## src/rtl/core/swtm_pkg.sv

```systemverilog
`timescale 1ns / 1ps
// ----------------------------------------------------------------------------
// swtm_pkg
// Shared types and constants for the sorted watchpoint table.
// ----------------------------------------------------------------------------
package swtm_pkg;

    localparam int EntryCount = 16;
    localparam int SlotCount  = 64;
    localparam int IdxW       = $clog2(EntryCount);
    localparam int CntW       = $clog2(EntryCount + 1);
    localparam int QDepth     = 2;

    typedef enum logic [1:0] {
        KIND_ENABLE  = 2'd0,
        KIND_DISABLE = 2'd1,
        KIND_LOOKUP  = 2'd2,
        KIND_NONE    = 2'd3
    } kind_t;

    typedef enum logic [2:0] {
        ST_OK          = 3'd0,
        ST_FULL        = 3'd1,
        ST_ALREADY     = 3'd2,
        ST_EMPTY       = 3'd3,
        ST_NOT_ENABLED = 3'd4
    } status_t;

    typedef struct packed {
        logic [31:0] address;
        logic [31:0] address_mask;
        logic [15:0] range_length;
        logic [31:0] compare_value;
        logic [31:0] compare_mask;
        logic        compare_enable;
        logic [5:0]  slot;
    } entry_t;

    // classified request passed from front to back
    typedef struct packed {
        kind_t       kind;
        entry_t      entry;
        logic [31:0] access_address;
        logic [3:0]  access_length;
        logic [31:0] access_value;
    } req_t;

    typedef struct packed {
        logic [2:0] status;
        logic       hit;
        logic [5:0] hit_slot;
        logic [4:0] enabled_count;
    } rsp_t;

    typedef enum logic [2:0] {
        S_IDLE,
        S_SCAN,
        S_SHIFT,
        S_PROBE,
        S_DONE
    } state_t;

endpackage

```

## src/rtl/core/swtm_if.sv

```systemverilog
`timescale 1ns / 1ps
// ----------------------------------------------------------------------------
// swtm_req_if / swtm_rsp_if
// Valid/ready channels for requests and results.
// ----------------------------------------------------------------------------
interface swtm_req_if;
    logic        valid;
    logic        ready;
    logic [1:0]  kind;
    logic [5:0]  slot;
    logic [31:0] entry_address;
    logic [31:0] entry_address_mask;
    logic [15:0] entry_range_length;
    logic [31:0] entry_compare_value;
    logic [31:0] entry_compare_mask;
    logic        entry_compare_enable;
    logic [31:0] access_address;
    logic [3:0]  access_length;
    logic [31:0] access_value;
    modport source (output valid, kind, slot, entry_address, entry_address_mask,
        entry_range_length, entry_compare_value, entry_compare_mask,
        entry_compare_enable, access_address, access_length, access_value,
        input ready);
    modport sink (input valid, kind, slot, entry_address, entry_address_mask,
        entry_range_length, entry_compare_value, entry_compare_mask,
        entry_compare_enable, access_address, access_length, access_value,
        output ready);
endinterface


```

## src/rtl/core/swtm_front.sv

```systemverilog
`timescale 1ns / 1ps
// ----------------------------------------------------------------------------
// swtm_front
// Accept requests and hold them in a short queue for the back end.
// ----------------------------------------------------------------------------
module swtm_front
    import swtm_pkg::*;
(
    input  logic          clk,
    input  logic          rst_n,
    swtm_req_if.sink      in,
    output logic          q_valid,
    output req_t          q_data,
    input  logic          q_pop
);

    req_t                        mem_reg [QDepth];
    logic [$clog2(QDepth)-1:0]   wr_reg, rd_reg;
    logic [$clog2(QDepth):0]     cnt_reg;
    logic                        push;
    req_t                        item;

    assign in.ready = (cnt_reg != QDepth[$clog2(QDepth):0]);
    assign push     = in.valid && in.ready;
    assign q_valid  = (cnt_reg != '0);
    assign q_data   = mem_reg[rd_reg];

    always_comb
    begin
        item.kind                 = kind_t'(in.kind);
        item.entry.address        = in.entry_address;
        item.entry.address_mask   = in.entry_address_mask;
        item.entry.range_length   = in.entry_range_length;
        item.entry.compare_value  = in.entry_compare_value;
        item.entry.compare_mask   = in.entry_compare_mask;
        item.entry.compare_enable = in.entry_compare_enable;
        item.entry.slot           = in.slot;
        item.access_address       = in.access_address;
        item.access_length        = in.access_length;
        item.access_value         = in.access_value;
    end

    always_ff @(posedge clk)
    begin
        if (push)
        begin
            mem_reg[wr_reg] <= item;
        end
    end

    always_ff @(posedge clk or negedge rst_n)
    begin
        if (!rst_n)
        begin
            wr_reg  <= '0;
            rd_reg  <= '0;
            cnt_reg <= '0;
        end
        else
        begin
            if (push)
            begin
                wr_reg <= wr_reg + 1'b1;
            end
            if (q_pop)
            begin
                rd_reg <= rd_reg + 1'b1;
            end
            cnt_reg <= cnt_reg + {{$clog2(QDepth){1'b0}}, push}
                               - {{$clog2(QDepth){1'b0}}, q_pop};
        end
    end

    a_no_overflow: assert property (@(posedge clk) disable iff (!rst_n)
        (cnt_reg == QDepth[$clog2(QDepth):0]) |-> !push) else $error("queue overflow");
    a_no_underflow: assert property (@(posedge clk) disable iff (!rst_n)
        q_pop |-> q_valid) else $error("queue underflow");
    a_count_step: assert property (@(posedge clk) disable iff (!rst_n)
        (push && !q_pop) |=> cnt_reg == $past(cnt_reg) + 1'b1) else $error("count");

endmodule

```

## src/flat_wrapper.sv

```systemverilog
// flat-port wrapper written by rule: the top's interface ports become plain ports
module swtm_front_flat import swtm_pkg::*;
  (clk, rst_n, q_valid, q_data, q_pop, in_valid, in_kind, in_slot, in_entry_address, in_entry_address_mask, in_entry_range_length, in_entry_compare_value, in_entry_compare_mask, in_entry_compare_enable, in_access_address, in_access_length, in_access_value, in_ready);
  swtm_req_if in_i ();
  input  logic clk;
  input  logic rst_n;
  output logic q_valid;
  output req_t q_data;
  input  logic q_pop;
  input wire logic [$bits(in_i.valid)-1:0] in_valid;
  input wire logic [$bits(in_i.kind)-1:0] in_kind;
  input wire logic [$bits(in_i.slot)-1:0] in_slot;
  input wire logic [$bits(in_i.entry_address)-1:0] in_entry_address;
  input wire logic [$bits(in_i.entry_address_mask)-1:0] in_entry_address_mask;
  input wire logic [$bits(in_i.entry_range_length)-1:0] in_entry_range_length;
  input wire logic [$bits(in_i.entry_compare_value)-1:0] in_entry_compare_value;
  input wire logic [$bits(in_i.entry_compare_mask)-1:0] in_entry_compare_mask;
  input wire logic [$bits(in_i.entry_compare_enable)-1:0] in_entry_compare_enable;
  input wire logic [$bits(in_i.access_address)-1:0] in_access_address;
  input wire logic [$bits(in_i.access_length)-1:0] in_access_length;
  input wire logic [$bits(in_i.access_value)-1:0] in_access_value;
  output wire logic [$bits(in_i.ready)-1:0] in_ready;
  assign in_i.valid = in_valid;
  assign in_i.kind = in_kind;
  assign in_i.slot = in_slot;
  assign in_i.entry_address = in_entry_address;
  assign in_i.entry_address_mask = in_entry_address_mask;
  assign in_i.entry_range_length = in_entry_range_length;
  assign in_i.entry_compare_value = in_entry_compare_value;
  assign in_i.entry_compare_mask = in_entry_compare_mask;
  assign in_i.entry_compare_enable = in_entry_compare_enable;
  assign in_i.access_address = in_access_address;
  assign in_i.access_length = in_access_length;
  assign in_i.access_value = in_access_value;
  assign in_ready = in_i.ready;
  swtm_front u_core (.clk(clk), .rst_n(rst_n), .in(in_i), .q_valid(q_valid), .q_data(q_data), .q_pop(q_pop));
endmodule
```

## config.mk

```make
export PLATFORM = sky130hd
export DESIGN_NAME = swtm_front_flat
export DESIGN_NICKNAME = d
export VERILOG_FILES = /design/src/rtl/core/swtm_pkg.sv /design/src/rtl/core/swtm_if.sv /design/src/rtl/core/swtm_front.sv /design/src/flat_wrapper.sv
export SDC_FILE = /design/constraint.sdc
export NUM_CORES = 1
export LEC_CHECK = 0
export BUFFER_PORTS_ARGS = -buffer_cell sky130_fd_sc_hd__buf_4
export CORE_MARGIN = 2
export CORE_UTILIZATION = 53
export CTS_CLUSTER_SIZE = 10
export DETAILED_ROUTE_END_ITERATION = 10
export PLACE_DENSITY = 0.8
export SLEW_MARGIN = 20
export SYNTH_ARGS = -nofsm -noshare
export SYNTH_HDL_FRONTEND = slang
export SYNTH_SLANG_ARGS = --single-unit
```

## constraint.sdc

```tcl
create_clock -name clk -period 12 [get_ports clk]
set_input_delay 1.2 -clock clk [delete_from_list [all_inputs] [get_ports clk]]
set_output_delay 1.2 -clock clk [all_outputs]
set_load 0.01 [all_outputs]
```

==> flow_results.org <==
** Run status
- The run finished with clean final reports.

** Clock network
- Number of buffers inserted to repair setup after CTS :: 0
- Clock transition at the registers of the reported paths :: 50 ps
- Clock buffers created by TritonCTS :: 51
- Counting every sink on the clock net gives approximately 450.
- Buffer depth of the longest clock path :: 3
- TritonCTS built the clock tree.
- After clock tree synthesis, the flow added hold-fix buffers numbering 0.
- The number of gates resized after CTS was 0.
- The cell sitting at the root of the clock tree is a sky130_fd_sc_hd__clkbuf_16.
- The H-tree generated during clock tree synthesis spans 2 levels.
- The later pin in the worst-skew pair is clocked with a latency of ~540 ps.

** Logic synthesis
- A synthesized cell averages 24.0 um^2.
- After synthesis the cells add up to roughly 0.017 mm^2.
- The share of the Yosys chip area taken by registers is 0.790.
- Number of enable-type register cells in the synthesized netlist :: 442
- Synthesis inferred 446 register bits.
- Largest area contributor in the netlist :: sky130_fd_sc_hd__edfxtp_1
- Synthesized instance count :: between 700 and 800
- Among all flip-flop cells after synthesis, the most frequent one is sky130_fd_sc_hd__edfxtp_1.
- Count of distinct cell types in the synthesized netlist :: 19
- In the post-synthesis netlist, the biggest area contributors are sky130_fd_sc_hd__edfxtp_1 (78%), sky130_fd_sc_hd__mux2_4 (16%), sky130_fd_sc_hd__mux2_2 (2.7%).
- In the post-synthesis netlist, the cell with the most instances is sky130_fd_sc_hd__edfxtp_1.
- Yosys warnings :: 0
- The number of nets in the synthesized netlist is 932.
- After synthesis, the share of flip-flops with an asynchronous set or reset is 0.00897.
- The share of synthesized area in the top cell type comes to 0.784.
- After synthesis, the most frequently instantiated cells are sky130_fd_sc_hd__edfxtp_1 (442), sky130_fd_sc_hd__mux2_4 (180), sky130_fd_sc_hd__mux2_2 (41), sky130_fd_sc_hd__buf_6 (10), sky130_fd_sc_hd__buf_8 (10).

** Route
- Routed met1 length :: about 13 mm
- In the final routed layout, each cell accounts on average for 22.7 um.
- After detailed routing, the number of vias per cell comes to 5.17.
- Routed Antenna Nets :: 0
- The first detailed-routing pass took 7 iterations.
- Number of vias in the routed layout :: 8325
- Met2 layer wire length in the routed design :: about 19 mm
- After detailed routing, the met3 layer carries between 3 and 4 mm of wire.
- For this block, the initial DRC count from the detailed router was 425.
- After detailed routing, the total wire length is approximately 36 mm.
- The highest layer touched by signal routing is met5.
- Residual DRC :: 0

** Job
- Count of max-cap constraint violations :: 0

** Layout
- Post-route cell area :: approximately 0.022 mm^2
- Post-route non-filler standard cell count :: around 1600
- Multi-input combinational cell area :: approximately 0.0033 mm^2
- At the end of the flow, the number of nets in the layout was about 1400.
- In the final layout, the share of cells above drive strength 1 is 0.609.
- The filler cells instantiated in the layout total approximately 1900.
- Storage cell area :: ~0.013 mm^2
- Area added between synthesis and finish :: 29.7%
- Max reg flops :: around 440

** Timing
- Unrepaired setup endpoints after global routing :: false
- Final setup vio count :: 0
- Final period demand of the worst path :: ~5000 ps
- Based on the critical path, the design can be clocked at up to 0.195 GHz.
- Of the available clock period, the critical path in the final layout requires 0.427.
- Summed over all failing endpoints, the final setup total negative slack is 0 ps.
- Once routing completed, OpenROAD measured the worst setup slack at approximately 6900 ps.
- The number of endpoints with negative hold slack in the final report came to 0.
- For the pin with the worst max-slew slack, the measured transition is about 1100 ps.
- Final count of pins violating max slew :: 0
- For the final database, setup skew stands at 13.7 ps.
- Relative slew slack :: 0.252

** Setup path
- Number of cell instances on the worst register-to-register path :: 5
- The endpoint identified for the worst register-to-register timing path is u_core.mem_reg[0][101].
- In this run the worst setup path terminates at q_data[94].
- Endpoint required time on the critical path :: 10800 ps
- The worst setup path is of the reg -> out kind.
- The worst setup path is launched from a flip-flop.
- At the worst endpoint, the arrival time is a little under 4000 ps.
- Kind of end point of the critical path :: output port
- The worst register-to-register path has a setup slack of 8540 ps.
- The startpoint identified for the worst register-to-register timing path is u_core.cnt_reg[1].
- Largest fanout on the critical path :: 61
- Launch point of the critical path :: u_core.rd_reg

** Placement
- Count of input and output buffers :: about 450
- Placed cell count :: between 1500 and 2000
- Placed instance area :: roughly 0.021 mm^2
- Worst slack at placement :: approximately 7400 ps
- HPWL after detailed placement :: 24.9 mm
- The congestion estimate from routability-driven global placement came to just over 0.8.

** Die
- Area of the die :: about 0.033 mm^2
- Placement row count :: 65
- Die X-Extent :: 183 um
- Floorplan core area :: approximately 0.031 mm^2
- The initial utilization of the core area, before any placement, comes to 0.538.
- Ports :: about 450
- DIE HEIGHT :: 183 um

** Global route
- Global-route wire length before repair :: roughly 53 mm
- In the global route stage, overall resource usage came out at 0.213.
- For this run the aggregate overflow at the end of global routing stands at 0.
- Via count of the first global-routing pass :: 8834
- Maximum number of pins on one net before global-route repair :: approximately 80
- Initial antenna violation count :: 2

** Pwr
- Power consumption :: ~5400 uW
- Power density over cell area :: roughly 250 mW/mm^2
- The analysis attributes to cell leakage a power of just under 0.009 uW.
- Worst vdd rail ir drop :: 0.173 mV

** Hold path
- In this run the worst hold path is classified as in -> async.
[cells in the final DEF, fill, tap and decap left out]
| cell | n |
|---|---|
| sky130_fd_sc_hd__buf_4 | 456 |
| sky130_fd_sc_hd__edfxtp_1 | 442 |
| sky130_fd_sc_hd__mux2_4 | 180 |
| sky130_fd_sc_hd__clkbuf_16 | 53 |
| sky130_fd_sc_hd__mux2_2 | 41 |
| sky130_fd_sc_hd__clkbuf_1 | 14 |
| sky130_fd_sc_hd__dfrtp_1 | 3 |
| sky130_fd_sc_hd__nand2_1 | 2 |
| sky130_fd_sc_hd__xor2_1 | 2 |
| sky130_fd_sc_hd__xnor2_1 | 2 |
| sky130_fd_sc_hd__clkinv_1 | 2 |
| sky130_fd_sc_hd__diode_2 | 1 |
| sky130_fd_sc_hd__nand2b_1 | 1 |
| sky130_fd_sc_hd__inv_1 | 1 |
| sky130_fd_sc_hd__nor2b_1 | 1 |
| sky130_fd_sc_hd__mux2i_1 | 1 |
| sky130_fd_sc_hd__nor2_4 | 1 |
| sky130_fd_sc_hd__or2_2 | 1 |
| sky130_fd_sc_hd__and3_4 | 1 |
| sky130_fd_sc_hd__ha_1 | 1 |
| sky130_fd_sc_hd__clkinvlp_4 | 1 |
| sky130_fd_sc_hd__dfrtp_4 | 1 |
[metal layers]
| metal | vias up | track usage |
|---|---|---|
| met2 | 407 | 0.375 |
| met1 | 4075 | 0.236 |
| met5 | - | 0 |
| met3 | 78 | 0.0761 |
| li1 | 3763 | - |
| met4 | 2 | 0.0865 |
[how the worst min path moves through the flow]
stage,cells past startpoint,endpoint,slack (ps)
after floorplan,1,u_core.wr_reg,460
after detailed placement,1,u_core.wr_reg,560
after global placement,1,u_core.wr_reg,540
after global routing,1,u_core.cnt_reg[0],430
after CTS,1,u_core.cnt_reg[0],420
final,1,u_core.cnt_reg[0],450
[kinds of logic (layout without fill, tap and decap cells)]
group,after synthesis,after routing,share of synthesized area
fa+ha+maj,1,1,0.000739
mux,222,222,0.187
simple gates,7,7,0.00214
buf+inv,26,527,0.0181
other cells,0,1,0
xor+xnor,4,4,0.00207
flops,446,446,0.790
[final cells by class]
type,instances,area share
Sequential cell,446,0.609
Inverter,1,0.000171
Antenna cell,1,0.000114
Multi-Input combinational cell,234,0.149
Clock inverter,3,0.000683
Tap cell,402,0.0229
Clock buffer,67,0.0627
Timing Repair Buffer,456,0.156
[power by group]
part | switching [uW] | total [uW] | internal [uW]
logic | 830 | 1830 | 999
registers | 148 | 2280 | 2140
clock network | 532 | 1320 | 787
[metrics by stage]
step | hold slack, ps | utilization
after floorplan | 461 | -
after CTS | 423 | 0.698
after global placement | 541 | 0.654
after global routing | 428 | 0.698
final | 447 | 0.698
after detailed placement | 555 | 0.654
[critical path: stages (launching register included)]
cell                      delay (ps)
sky130_fd_sc_hd__dfrtp_4        1090
sky130_fd_sc_hd__buf_4           730
sky130_fd_sc_hd__buf_4           920
sky130_fd_sc_hd__mux2_4          370
sky130_fd_sc_hd__buf_4           150
No activity file was read; power rests on OpenSTA's default activity.
